**src/sv/nsqrt_pkg.sv**
```systemverilog
// ============================================================================
// nsqrt_pkg: shared constants for the Newton square root block
// Field widths, register indexes and reset values of the configuration.
// ============================================================================
package nsqrt_pkg;
    localparam int FRAC_BITS     = 16;
    localparam int RADICAND_BITS = 31;
    localparam int RAD_W         = 31;
    localparam int ROOT_W        = 32;
    localparam int STEP_W        = 7;
    localparam int CFG_IDX_W     = 2;
    localparam int CFG_DATA_W    = 32;

    localparam logic [CFG_IDX_W-1:0] REG_INIT_GUESS = 2'd0;
    localparam logic [CFG_IDX_W-1:0] REG_TOLERANCE  = 2'd1;
    localparam logic [CFG_IDX_W-1:0] REG_ITER_LIMIT = 2'd2;

    localparam logic [31:0] INIT_GUESS_RST = 32'h0001_0000;
    localparam logic [31:0] TOLERANCE_RST  = 32'd4295;
    localparam logic [6:0]  ITER_LIMIT_RST = 7'd32;
endpackage

```
**src/sv/nsqrt_in_if.sv**
```systemverilog
// ============================================================================
// nsqrt_in_if: radicand request channel
// Valid/ready handshake carrying one radicand.
// ============================================================================
interface nsqrt_in_if;
    logic                               valid;
    logic                               ready;
    logic [nsqrt_pkg::RAD_W-1:0]        radicand;
    modport source (output valid, output radicand, input ready);
    modport sink   (input valid, input radicand, output ready);
endinterface

```
**src/sv/nsqrt_out_if.sv**
```systemverilog
// ============================================================================
// nsqrt_out_if: result channel
// Valid/ready handshake carrying root, converged flag and step count.
// ============================================================================
interface nsqrt_out_if;
    logic                               valid;
    logic                               ready;
    logic [nsqrt_pkg::ROOT_W-1:0]       root;
    logic                               converged;
    logic [nsqrt_pkg::STEP_W-1:0]       steps_taken;
    modport source (output valid, output root, output converged, output steps_taken,
                    input ready);
    modport sink   (input valid, input root, input converged, input steps_taken,
                    output ready);
endinterface

```
**src/sv/newton_square_root.sv**
```systemverilog
// ============================================================================
// newton_square_root: Newton-Raphson square root in unsigned fixed point
// Iterates g = (g + x/g)/2 until |g*g - x| is below the tolerance or the
// step limit is reached. Divider and multiplier both work one bit a cycle.
// ============================================================================
//  channel   | direction | contents
//  i_in      | request   | radicand
//  o_out     | result    | root, converged, steps_taken
//  i_cfg_*   | write     | initial_guess, tolerance, iteration_limit
//
// Each check is a shift-add square followed by a compare state.
// Each Newton step is a restoring division over the RADICAND_BITS+2*FRAC_BITS
// dividend bits, followed by an update state. One item is worked at a time.
// The result register holds until taken; a new request is taken meanwhile.
// Reset is synchronous and active low and clears only control state and the configuration registers.
module newton_square_root #(
    parameter int FRAC_BITS     = nsqrt_pkg::FRAC_BITS,
    parameter int RADICAND_BITS = nsqrt_pkg::RADICAND_BITS
) (
    input  logic                                i_clk,
    input  logic                                i_rst_n,
    nsqrt_in_if.sink                            i_in,
    nsqrt_out_if.source                         o_out,
    input  logic                                i_cfg_we,
    input  logic [nsqrt_pkg::CFG_IDX_W-1:0]     i_cfg_index,
    input  logic [nsqrt_pkg::CFG_DATA_W-1:0]    i_cfg_data
);
    localparam int TWO_F  = 2 * FRAC_BITS;
    localparam int NBITS  = RADICAND_BITS + TWO_F;
    localparam int PW     = 64;
    localparam int DCNT_W = $clog2(NBITS + 1);
    localparam int MCNT_W = 6;
    localparam int QW     = 34;
    localparam logic [QW-1:0] QUOT_CAP = {QW{1'b1}};

    localparam logic [2:0] ST_IDLE = 3'd0;
    localparam logic [2:0] ST_MUL  = 3'd1;
    localparam logic [2:0] ST_CMP  = 3'd2;
    localparam logic [2:0] ST_DIV  = 3'd3;
    localparam logic [2:0] ST_UPD  = 3'd4;

    // Configuration registers.
    logic [31:0] r_init_guess, r_tolerance;
    logic [6:0]  r_iter_limit;

    always_ff @(posedge i_clk) begin
        if (!i_rst_n) begin
            r_init_guess <= nsqrt_pkg::INIT_GUESS_RST;
            r_tolerance  <= nsqrt_pkg::TOLERANCE_RST;
            r_iter_limit <= nsqrt_pkg::ITER_LIMIT_RST;
        end else if (i_cfg_we) begin
            unique case (i_cfg_index)
                nsqrt_pkg::REG_INIT_GUESS: r_init_guess <= i_cfg_data;
                nsqrt_pkg::REG_TOLERANCE:  r_tolerance  <= i_cfg_data;
                nsqrt_pkg::REG_ITER_LIMIT: r_iter_limit <= i_cfg_data[6:0];
                default: ;
            endcase
        end
    end

    logic [2:0]        r_state;
    logic [31:0]       r_x;
    logic [31:0]       r_g;
    logic [6:0]        r_steps;
    logic [PW-1:0]     r_prod;
    logic [31:0]       r_mcand;
    logic [MCNT_W-1:0] r_mcnt;
    logic [NBITS-1:0]  r_dividend;
    logic [31:0]       r_rem;
    logic [QW-1:0]     r_quot;
    logic [DCNT_W-1:0] r_dcnt;
    logic              r_out_valid;
    logic [31:0]       r_out_root;
    logic              r_out_conv;
    logic [6:0]        r_out_steps;

    logic [PW-1:0] prod_add;
    logic [PW-1:0] ip, fr_full;
    logic [31:0]   fr;
    logic          close;
    logic [32:0]   rem_sh, rem_sub;
    logic          rem_ge;
    logic [QW-1:0] quot_sh;
    logic [QW:0]   g_sum;
    logic [31:0]   new_g;
    logic          done_item;

    // Shift-add square: one multiplier bit per cycle, MSB first.
    assign prod_add = {r_prod[PW-2:0], 1'b0} + (r_mcand[31] ? {32'd0, r_g} : '0);

    // Distance check of the finished square against the radicand.
    always_comb begin
        ip      = r_prod >> TWO_F;
        fr_full = r_prod & ((64'd1 << TWO_F) - 64'd1);
        fr      = 32'((TWO_F >= 32) ? (fr_full >> (TWO_F - 32)) : (fr_full << (32 - TWO_F)));
        if (ip >= {32'd0, r_x})  close = (ip == {32'd0, r_x}) && (fr < r_tolerance);
        else if (fr == 32'd0)    close = 1'b0;
        else close = (ip + 64'd1 == {32'd0, r_x}) && ((33'h1_0000_0000 - {1'b0, fr})
                     < {1'b0, r_tolerance});
    end

    // Restoring division step: one quotient bit per cycle, quotient capped.
    assign rem_sh  = {r_rem, r_dividend[NBITS-1]};
    assign rem_ge  = rem_sh >= {1'b0, r_g};
    assign rem_sub = rem_ge ? rem_sh - {1'b0, r_g} : rem_sh;
    assign quot_sh = r_quot[QW-1] ? QUOT_CAP : {r_quot[QW-2:0], rem_ge};

    // Halved sum with saturation.
    assign g_sum = {1'b0, r_quot} + {3'd0, r_g};
    assign new_g = (|g_sum[QW:33]) ? 32'hFFFF_FFFF : g_sum[32:1];

    assign i_in.ready = (r_state == ST_IDLE);
    assign done_item  = (r_state == ST_CMP) && (close || (r_steps >= r_iter_limit));

    // Iteration sequencer.
    always_ff @(posedge i_clk) begin
        if (!i_rst_n) begin
            r_state <= ST_IDLE;
        end else begin
            unique case (r_state)
                ST_IDLE: if (i_in.valid) r_state <= ST_MUL;
                ST_MUL:  if (r_mcnt == MCNT_W'(31)) r_state <= ST_CMP;
                ST_CMP: begin
                    if (done_item) begin
                        if (!r_out_valid || o_out.ready) r_state <= ST_IDLE;
                    end else begin
                        r_state <= ST_DIV;
                    end
                end
                ST_DIV:  if (r_dcnt == DCNT_W'(NBITS - 1)) r_state <= ST_UPD;
                ST_UPD:  r_state <= ST_MUL;
                default: r_state <= ST_IDLE;
            endcase
        end
    end

    // Datapath registers.
    always_ff @(posedge i_clk) begin
        unique case (r_state)
            ST_IDLE: begin
                r_x     <= 32'(i_in.radicand[RADICAND_BITS-1:0]);
                r_g     <= r_init_guess;
                r_mcand <= r_init_guess;
                r_steps <= '0;
                r_prod  <= '0;
                r_mcnt  <= '0;
            end
            ST_MUL: begin
                r_prod  <= prod_add;
                r_mcand <= {r_mcand[30:0], 1'b0};
                r_mcnt  <= r_mcnt + MCNT_W'(1);
            end
            ST_CMP: begin
                r_dividend <= NBITS'(r_x) << TWO_F;
                r_rem      <= '0;
                r_quot     <= '0;
                r_dcnt     <= '0;
            end
            ST_DIV: begin
                r_dividend <= {r_dividend[NBITS-2:0], 1'b0};
                r_rem      <= rem_sub[31:0];
                r_quot     <= quot_sh;
                r_dcnt     <= r_dcnt + DCNT_W'(1);
            end
            ST_UPD: begin
                r_g     <= new_g;
                r_mcand <= new_g;
                r_steps <= r_steps + 7'd1;
                r_prod  <= '0;
                r_mcnt  <= '0;
            end
            default: ;
        endcase
    end

    // Result register.
    always_ff @(posedge i_clk) begin
        if (!i_rst_n) begin
            r_out_valid <= 1'b0;
        end else if (done_item && (!r_out_valid || o_out.ready)) begin
            r_out_valid <= 1'b1;
        end else if (o_out.ready) begin
            r_out_valid <= 1'b0;
        end
    end

    always_ff @(posedge i_clk) begin
        if (done_item && (!r_out_valid || o_out.ready)) begin
            r_out_root  <= r_g;
            r_out_conv  <= close;
            r_out_steps <= r_steps;
        end
    end

    assign o_out.valid       = r_out_valid;
    assign o_out.root        = r_out_root;
    assign o_out.converged   = r_out_conv;
    assign o_out.steps_taken = r_out_steps;
endmodule

```
**src/flat_wrapper.sv**
```systemverilog
// flat-port wrapper written by rule: the top's interface ports become plain ports
module newton_square_root_flat 
#(
    parameter int FRAC_BITS     = nsqrt_pkg::FRAC_BITS,
    parameter int RADICAND_BITS = nsqrt_pkg::RADICAND_BITS
)
  (i_clk, i_rst_n, i_cfg_we, i_cfg_index, i_cfg_data, i_in_valid, i_in_radicand, i_in_ready, o_out_valid, o_out_root, o_out_converged, o_out_steps_taken, o_out_ready);
  nsqrt_in_if i_in_i ();
  nsqrt_out_if o_out_i ();
  input  logic i_clk;
  input  logic i_rst_n;
  input  logic i_cfg_we;
  input  logic [nsqrt_pkg::CFG_IDX_W-1:0] i_cfg_index;
  input  logic [nsqrt_pkg::CFG_DATA_W-1:0] i_cfg_data;
  input wire logic [$bits(i_in_i.valid)-1:0] i_in_valid;
  input wire logic [$bits(i_in_i.radicand)-1:0] i_in_radicand;
  output wire logic [$bits(i_in_i.ready)-1:0] i_in_ready;
  output wire logic [$bits(o_out_i.valid)-1:0] o_out_valid;
  output wire logic [$bits(o_out_i.root)-1:0] o_out_root;
  output wire logic [$bits(o_out_i.converged)-1:0] o_out_converged;
  output wire logic [$bits(o_out_i.steps_taken)-1:0] o_out_steps_taken;
  input wire logic [$bits(o_out_i.ready)-1:0] o_out_ready;
  assign i_in_i.valid = i_in_valid;
  assign i_in_i.radicand = i_in_radicand;
  assign i_in_ready = i_in_i.ready;
  assign o_out_valid = o_out_i.valid;
  assign o_out_root = o_out_i.root;
  assign o_out_converged = o_out_i.converged;
  assign o_out_steps_taken = o_out_i.steps_taken;
  assign o_out_i.ready = o_out_ready;
  newton_square_root #(.FRAC_BITS(FRAC_BITS), .RADICAND_BITS(RADICAND_BITS)) u_core (.i_clk(i_clk), .i_rst_n(i_rst_n), .i_in(i_in_i), .o_out(o_out_i), .i_cfg_we(i_cfg_we), .i_cfg_index(i_cfg_index), .i_cfg_data(i_cfg_data));
endmodule
```
**config.mk**
```make
export PLATFORM = sky130hd
export DESIGN_NAME = newton_square_root_flat
export DESIGN_NICKNAME = d
export VERILOG_FILES = /design/src/sv/nsqrt_pkg.sv /design/src/sv/nsqrt_in_if.sv /design/src/sv/nsqrt_out_if.sv /design/src/sv/newton_square_root.sv /design/src/flat_wrapper.sv
export SDC_FILE = /design/constraint.sdc
export NUM_CORES = 1
export LEC_CHECK = 0
export BUFFER_PORTS_ARGS = -buffer_cell sky130_fd_sc_hd__buf_2
export CELL_PAD_IN_SITES_DETAIL_PLACEMENT = 1
export CELL_PAD_IN_SITES_GLOBAL_PLACEMENT = 2
export CORE_UTILIZATION = 45
export CTS_BUF_LIST = sky130_fd_sc_hd__clkbuf_8
export DETAILED_ROUTE_END_ITERATION = 12
export GPL_TIMING_DRIVEN = 0
export MAX_ROUTING_LAYER = met4
export PLACE_DENSITY = 0.95
export SETUP_SLACK_MARGIN = 0.02
export SYNTH_ARGS = -nofsm -noshare
export SYNTH_HDL_FRONTEND = slang
export SYNTH_SLANG_ARGS = --single-unit
```
**constraint.sdc**
```tcl
create_clock -name i_clk -period 14.3 [get_ports i_clk]
set_input_delay 1.43 -clock i_clk [delete_from_list [all_inputs] [get_ports i_clk]]
set_output_delay 1.43 -clock i_clk [all_outputs]
set_load 0.02 [all_outputs]
```
Word-level counts from Yosys, hierarchy flattened --
Index checks and enable logic that the tools add are counted.
Storage, ports and cells: word-level logic and storage cells 89, input bits 70, output and inout bits 42, register bits 422
Cells by class: mux-type cells 23, add/subtract/negate cells 8, reduce and logical (&&, ||, !) cells 21, eq/ne operators 14, magnitude comparators 5
Operators with widths (count):
- case mux 32 bit (2 select lines) | 2
- case mux 64 bit (2 select lines) | 1
- case mux 63 bit (2 select lines) | 1
- two-way mux 32 bit | 3
- case mux 32 bit (3 select lines) | 1
- case mux 34 bit (2 select lines) | 1
- adder 64 bit | 1
- equality test 64 x 31 -> 1 bit | 1
- adder 34 x 32 -> 35 bit | 1
- two-way mux 34 bit | 1
- adder 32 x 1 -> 33 bit, second input constant | 1
- >= comparator 33 x 32 -> 1 bit | 1
- < comparator 33 x 32 -> 1 bit | 1
- subtractor 33 x 32 -> 33 bit, first input constant | 1
- equality test 32 x 31 -> 1 bit | 1
- >= comparator 32 x 31 -> 1 bit | 1
- logical NOT 32 bit | 1
- < comparator 32 bit | 1
- subtractor 32 bit | 1
- case mux 6 bit (2 select lines) | 2
- two-way mux 3 bit | 5
- case mux 3 bit (5 select lines) | 1
- case mux 7 bit (2 select lines) | 1
- adder 6 x 1 -> 6 bit, second input constant | 2
- 23 further kinds | 38

Depth between registers and ports, before layout --
depth in word-level cells 9, depth in mapped cells 20, mapped depth without buffers 18

Worst setup path after synthesis --
Ideal clock, no wire load.
path kind reg2reg, from register u_core.r_state[1], to register u_core.r_out_conv, in the netlist u_core.o_out.converged, enable pin, path slack 7.210 ns, cell stages (with the launch flop) 5, data arrival time 6.689 ns, setup time 0.401 ns, period minus slack after synthesis 7.090 ns, required time 13.899 ns, path buffers 1, cell sequence dfxtp_1 clkbuf_1 nor2b_1 nor2b_1 and3_1
Between the ends: word-level cells in the longest chain between the ends 3
RTL lines:
- start: declaration | RTL line newton_square_root.sv:61 | logic [2:0] r_state;
- start signal: assignment | RTL line newton_square_root.sv:118 | r_state <= ST_IDLE;
- start signal: assignment | RTL line newton_square_root.sv:121 | ST_IDLE: if (i_in.valid) r_state <= ST_MUL;
- start signal: assignment | RTL line newton_square_root.sv:122 | ST_MUL: if (r_mcnt == MCNT_W'(31)) r_state <= ST_CMP;
- equality test 3 x 2 -> 1 bit | RTL line newton_square_root.sv:113 | assign done_item = (r_state == ST_CMP) && (close || (r_steps >= r_iter_limit));
- logical AND 1 bit | RTL line newton_square_root.sv:113
- logical AND 1 bit | RTL line newton_square_root.sv:188 | if (done_item && (!r_out_valid || o_out.ready)) begin
- end signal: assignment | RTL line newton_square_root.sv:190 | r_out_conv <= close;
- end: declaration | RTL line newton_square_root.sv:74 | logic r_out_conv;
No other way between the ends. A chain may end at the register's enable or synchronous reset.

Final worst setup path --
from register u_core.r_prod[8], to register u_core.r_out_steps[4], in the netlist u_core.o_out.steps_taken[4], enable pin
Between the ends: word-level cells in the longest chain between the ends 8, elaborated cells on any way between the ends 11, classes of those cells add/sub: 1; order compare: 2; mux: 2; reduce/logical: 6
RTL lines:
- start: declaration | RTL line newton_square_root.sv:65 | logic [PW-1:0] r_prod;
- start signal: assignment | RTL line newton_square_root.sv:149 | r_prod <= prod_add;
- subtractor 33 x 32 -> 33 bit | RTL line newton_square_root.sv:98 | else close = (ip + 64'd1 == {32'd0, r_x}) && ((33'h1_0000_0000 - {1'b0, fr})
- < comparator 33 x 32 -> 1 bit | RTL line newton_square_root.sv:99 | < {1'b0, r_tolerance});
- logical AND 1 bit | RTL line newton_square_root.sv:98
- two-way mux 1 bit | RTL line newton_square_root.sv:97 | else if (fr == 32'd0) close = 1'b0;
- two-way mux 1 bit * | RTL line newton_square_root.sv:96 | if (ip >= {32'd0, r_x}) close = (ip == {32'd0, r_x}) && (fr < r_tolerance);
- logical OR 1 bit * | RTL line newton_square_root.sv:113
- logical AND 1 bit * | RTL line newton_square_root.sv:113
- logical AND 1 bit * | RTL line newton_square_root.sv:188
- end signal: assignment | RTL line newton_square_root.sv:191 | r_out_steps <= r_steps;
- end: declaration | RTL line newton_square_root.sv:75 | logic [6:0] r_out_steps;
Mark *: on every way between the ends. The rest lies on a longest branch, timed or not.

==> metrics <==
status=finished, final reports clean; Hold Path End=u_core.r_tolerance[23]; Die H=234 um; Sequential Power Share=0.342; crit start category=flip-flop; final slew viol count=0; vias in the first global route=21000; die width=234 um; DRC Markers=0; fillers=6122; row cnt=84; Worst EP required=~15 ns; hold_buf cts=0; leak pwr=between 0.01 and 0.015 uW; Hold WC Path Type=reg2reg; fin nets=2950; met1 WL=34700 um; CTS Buf Count=74; share of cells above drive strength 1=0.0976; area leader, netlist=edfxtp_1; flops & latches, synth=between 300 and 400; post-synth cell types=75; clock network fraction of total power=0.176; Switching Fraction=0.443; DRT iter0 DRCs=around 1200; final instance area=between 0.02 and 0.03 mm2; antenna violations before repair=2; Post-synth top flop=edfxtp_1; I/O Pins=112; setup_tns=0 ns; Seq/Total Area, Yosys=0.451; H-tree levels=3; Switch Pwr=roughly 2700 uW; met3 wire length=4340 um; Max Clk Rate=0.162 GHz; worst flop-to-flop path endpoint=u_core.o_out.steps_taken[4]; gp weighted congestion=around 0.93; PostCTS Resize Cnt=0; IO Port Bufs=111; met2 wire len=between 30000 and 40000 um; Final setup viols=0; CTS sink count=390; Reg2Reg Launch Point=u_core.r_prod[8]; Async SR Flop Fraction=0; Slew HR=0.215; Max Clock Skew=between 0.02 and 0.025 ns; P_int=3440 uW; Clk pin slew, worst setup/hold paths=0.06 ns; flip-flop and latch area=0.0110 mm2; wire per inst=22.3 um; top sig layer=met4; cells on worst reg2reg path=18; ratio of final minimum period to clock period=0.431; P per Cell Area=226 mW/mm2; hold_sp=u_core.r_tolerance[23]; number of vias per cell=5.81; Reg2Reg Setup Slack=8.14 ns; crit path time final=6.16 ns; Crit Path Max Fanout=23; post-CTS setup buffers=0; hold depth=2; maximum vdd drop=74.0 uV; largest net degree at the start of global routing=34; DIE AREA=0.0549 mm2; first-pass GRT wire length=117000 um; yosys warns=0; final hold vios=0; Mean Syn Cell Area=9.79 um2; RSZ-0062 raised after global routing=false; Synth top area share=0.390; Max clock buf depth=3; max_cap viols=0; overall routing resource usage=0.289; clk root buf=clkbuf_8; area delta synth->final=12.8%; area of the multi-input gates=0.0125 mm2; GRT overflow=0; Core Box Area=0.0530 mm2; WP data arrival=6.52 ns; DR pass1 iterations=5; Post-synth EDFFs=roughly 320; Clk Latency, worst-skew pair=0.67 ns; post-route ant nets=0; via count=approximately 20000; cell count after synthesis=2480; Crit Path Category=reg2reg; syn_nets=2753; starting density of the core=0.458; Least-Margin Pin Slew=approximately 1.2 ns; Area contributors post-synth=edfxtp_1 39%, ha_1 10%, dfxtp_1 6.2%; CP Capture Type=flip-flop; Detail Placement HPWL=around 59000 um; Gate power share=0.483; Synth Cell Area=0.0243 mm2; CTS tree=built; instance area after placement=0.0260 mm2; WL final=76300 um
cells in the final DEF, fill, tap and decap left out, types with 97 or more instances in the layout:
cell type,instances
a21o_1,97
o21ai_0,99
a21oi_1,116
buf_2,124
nand2_1,261
inv_1,153
nor2_1,301
ha_1,200
edfxtp_1,315
xnor2_1,110
final cells by class:
cell class,instances,share of cell area
Inverter,132,0.0181
Tap cell,688,0.0314
Antenna cell,1,0.0000914
Buffer,92,0.0134
Clock buffer,81,0.0407
Clock inverter,55,0.0111
Sequential cell,390,0.400
Timing Repair Buffer,121,0.0282
Multi-Input combinational cell,1866,0.457
registers in the layout, indices dropped and copies added (netlist names):
register                  count
u_core.r_prod                64
u_core.r_quot                34
u_core.o_out.root            32
u_core.r_g                   32
u_core.r_init_guess          32
u_core.r_mcand               32
u_core.r_rem                 32
u_core.r_tolerance           32
u_core.r_dividend            31
u_core.r_x                   31
u_core.o_out.steps_taken      7
u_core.r_iter_limit           7
u_core.r_steps                7
u_core.r_dcnt                 6
u_core.r_mcnt                 6
u_core.r_state                3
u_core.o_out.converged        1
u_core.o_out.valid            1
synthesized netlist by cell type, types with 10 or more instances:
master / number
dfxtp_1: 75
edfxtp_1: 315
xor2_1: 77
nor2b_1: 25
nand2_1: 261
or3_1: 20
ha_1: 200
nor4_1: 13
o21ai_0: 99
xnor2_1: 110
nor3b_1: 10
buf_2: 13
a21boi_0: 59
a221o_1: 29
a211oi_1: 25
clkbuf_1: 72
o21a_1: 27
nor2_1: 302
nand3_1: 49
a21o_1: 97
mux2i_1: 31
nand2b_1: 22
and2_1: 43
a21oi_1: 118
nor3_1: 38
nand4_1: 36
and3_1: 16
a2111oi_0: 12
a31oi_1: 15
inv_1: 132
o21bai_1: 15
o211ai_1: 18
power by group through the flow:
| stage | Combinational [uW] | Clock, uW | Sequential, uW |
|---|---|---|---|
| finish | 2980 | 1090 | 2110 |
| detailed placement | 2930 | 0 | 2110 |
| global route | 3280 | 1150 | 2140 |
| floorplan | 2130 | 0 | 1960 |
| CTS | 2960 | 1110 | 2100 |
| global placement | 2750 | 0 | 2140 |
logic make-up after synthesis:
kind of cell,Yosys count,synth area share
adder cells (fa/ha/maj),203,0.106
AND/OR/NAND/NOR,872,0.167
XOR/XNOR,187,0.0675
multiplexers,31,0.0128
flip-flops,390,0.451
buffers and inverters,224,0.0355
AO/OA/AOI/OAI,573,0.160
stage by stage:
| step | power (uW) | std cells | hold WS [ns] | utilization | setup slack [ns] |
|---|---|---|---|---|---|
| after detailed placement | 5050 | 3289 | 0.461 | 0.490 | 8.21 |
| after floorplan | 4080 | 2480 | 0.442 | - | 7.21 |
| after global routing | 6570 | 3426 | 0.484 | 0.517 | 7.84 |
| after global placement | 4890 | 3279 | 0.454 | 0.485 | 3.57 |
| final | 6180 | 3426 | 0.465 | 0.517 | 8.14 |
| after CTS | 6170 | 3425 | 0.468 | 0.517 | 8.17 |
critical path, cell delays in order (launching register included):
cell and delay [ns]:
edfxtp_1 0.51, or4_4 0.59, or3_1 0.35, or3_1 0.44, nor3_1 0.30, nand2b_1 0.27, nor3_1 0.24, xnor2_1 0.10
ha_1 0.26, nor4_1 0.36, nand2_1 0.09, a211oi_1 0.26, nand4_1 0.13, nor3_1 0.21, nand4_1 0.19, or4_4 0.60
nand2_4 0.10, and3_2 0.57, buf_12 0.26
metal layers:
| layer | global-route usage | up-vias |
|---|---|---|
| met4 | 0.0919 | 0 |
| met5 | - | - |
| met3 | 0.0439 | 128 |
| li1 | - | 9354 |
| met1 | 0.382 | 9903 |
| met2 | 0.453 | 528 |
how the worst max path moves through the flow:
stage	startpoint	to	slack, ns	depth (start not counted)
finish	u_core.r_prod[8]	u_core.o_out.steps_taken[4]	8.14	18
floorplan	u_core.r_state[1]	u_core.o_out.converged	7.21	4
global route	u_core.r_prod[8]	u_core.o_out.root[7]	7.84	18
global placement	u_core.r_state[1]	u_core.r_rem[30]	3.57	5
CTS	u_core.r_prod[1]	u_core.o_out.root[7]	8.17	20
detailed placement	u_core.r_prod[1]	u_core.o_out.root[7]	8.21	20
(Power assumes the default switching activity.)
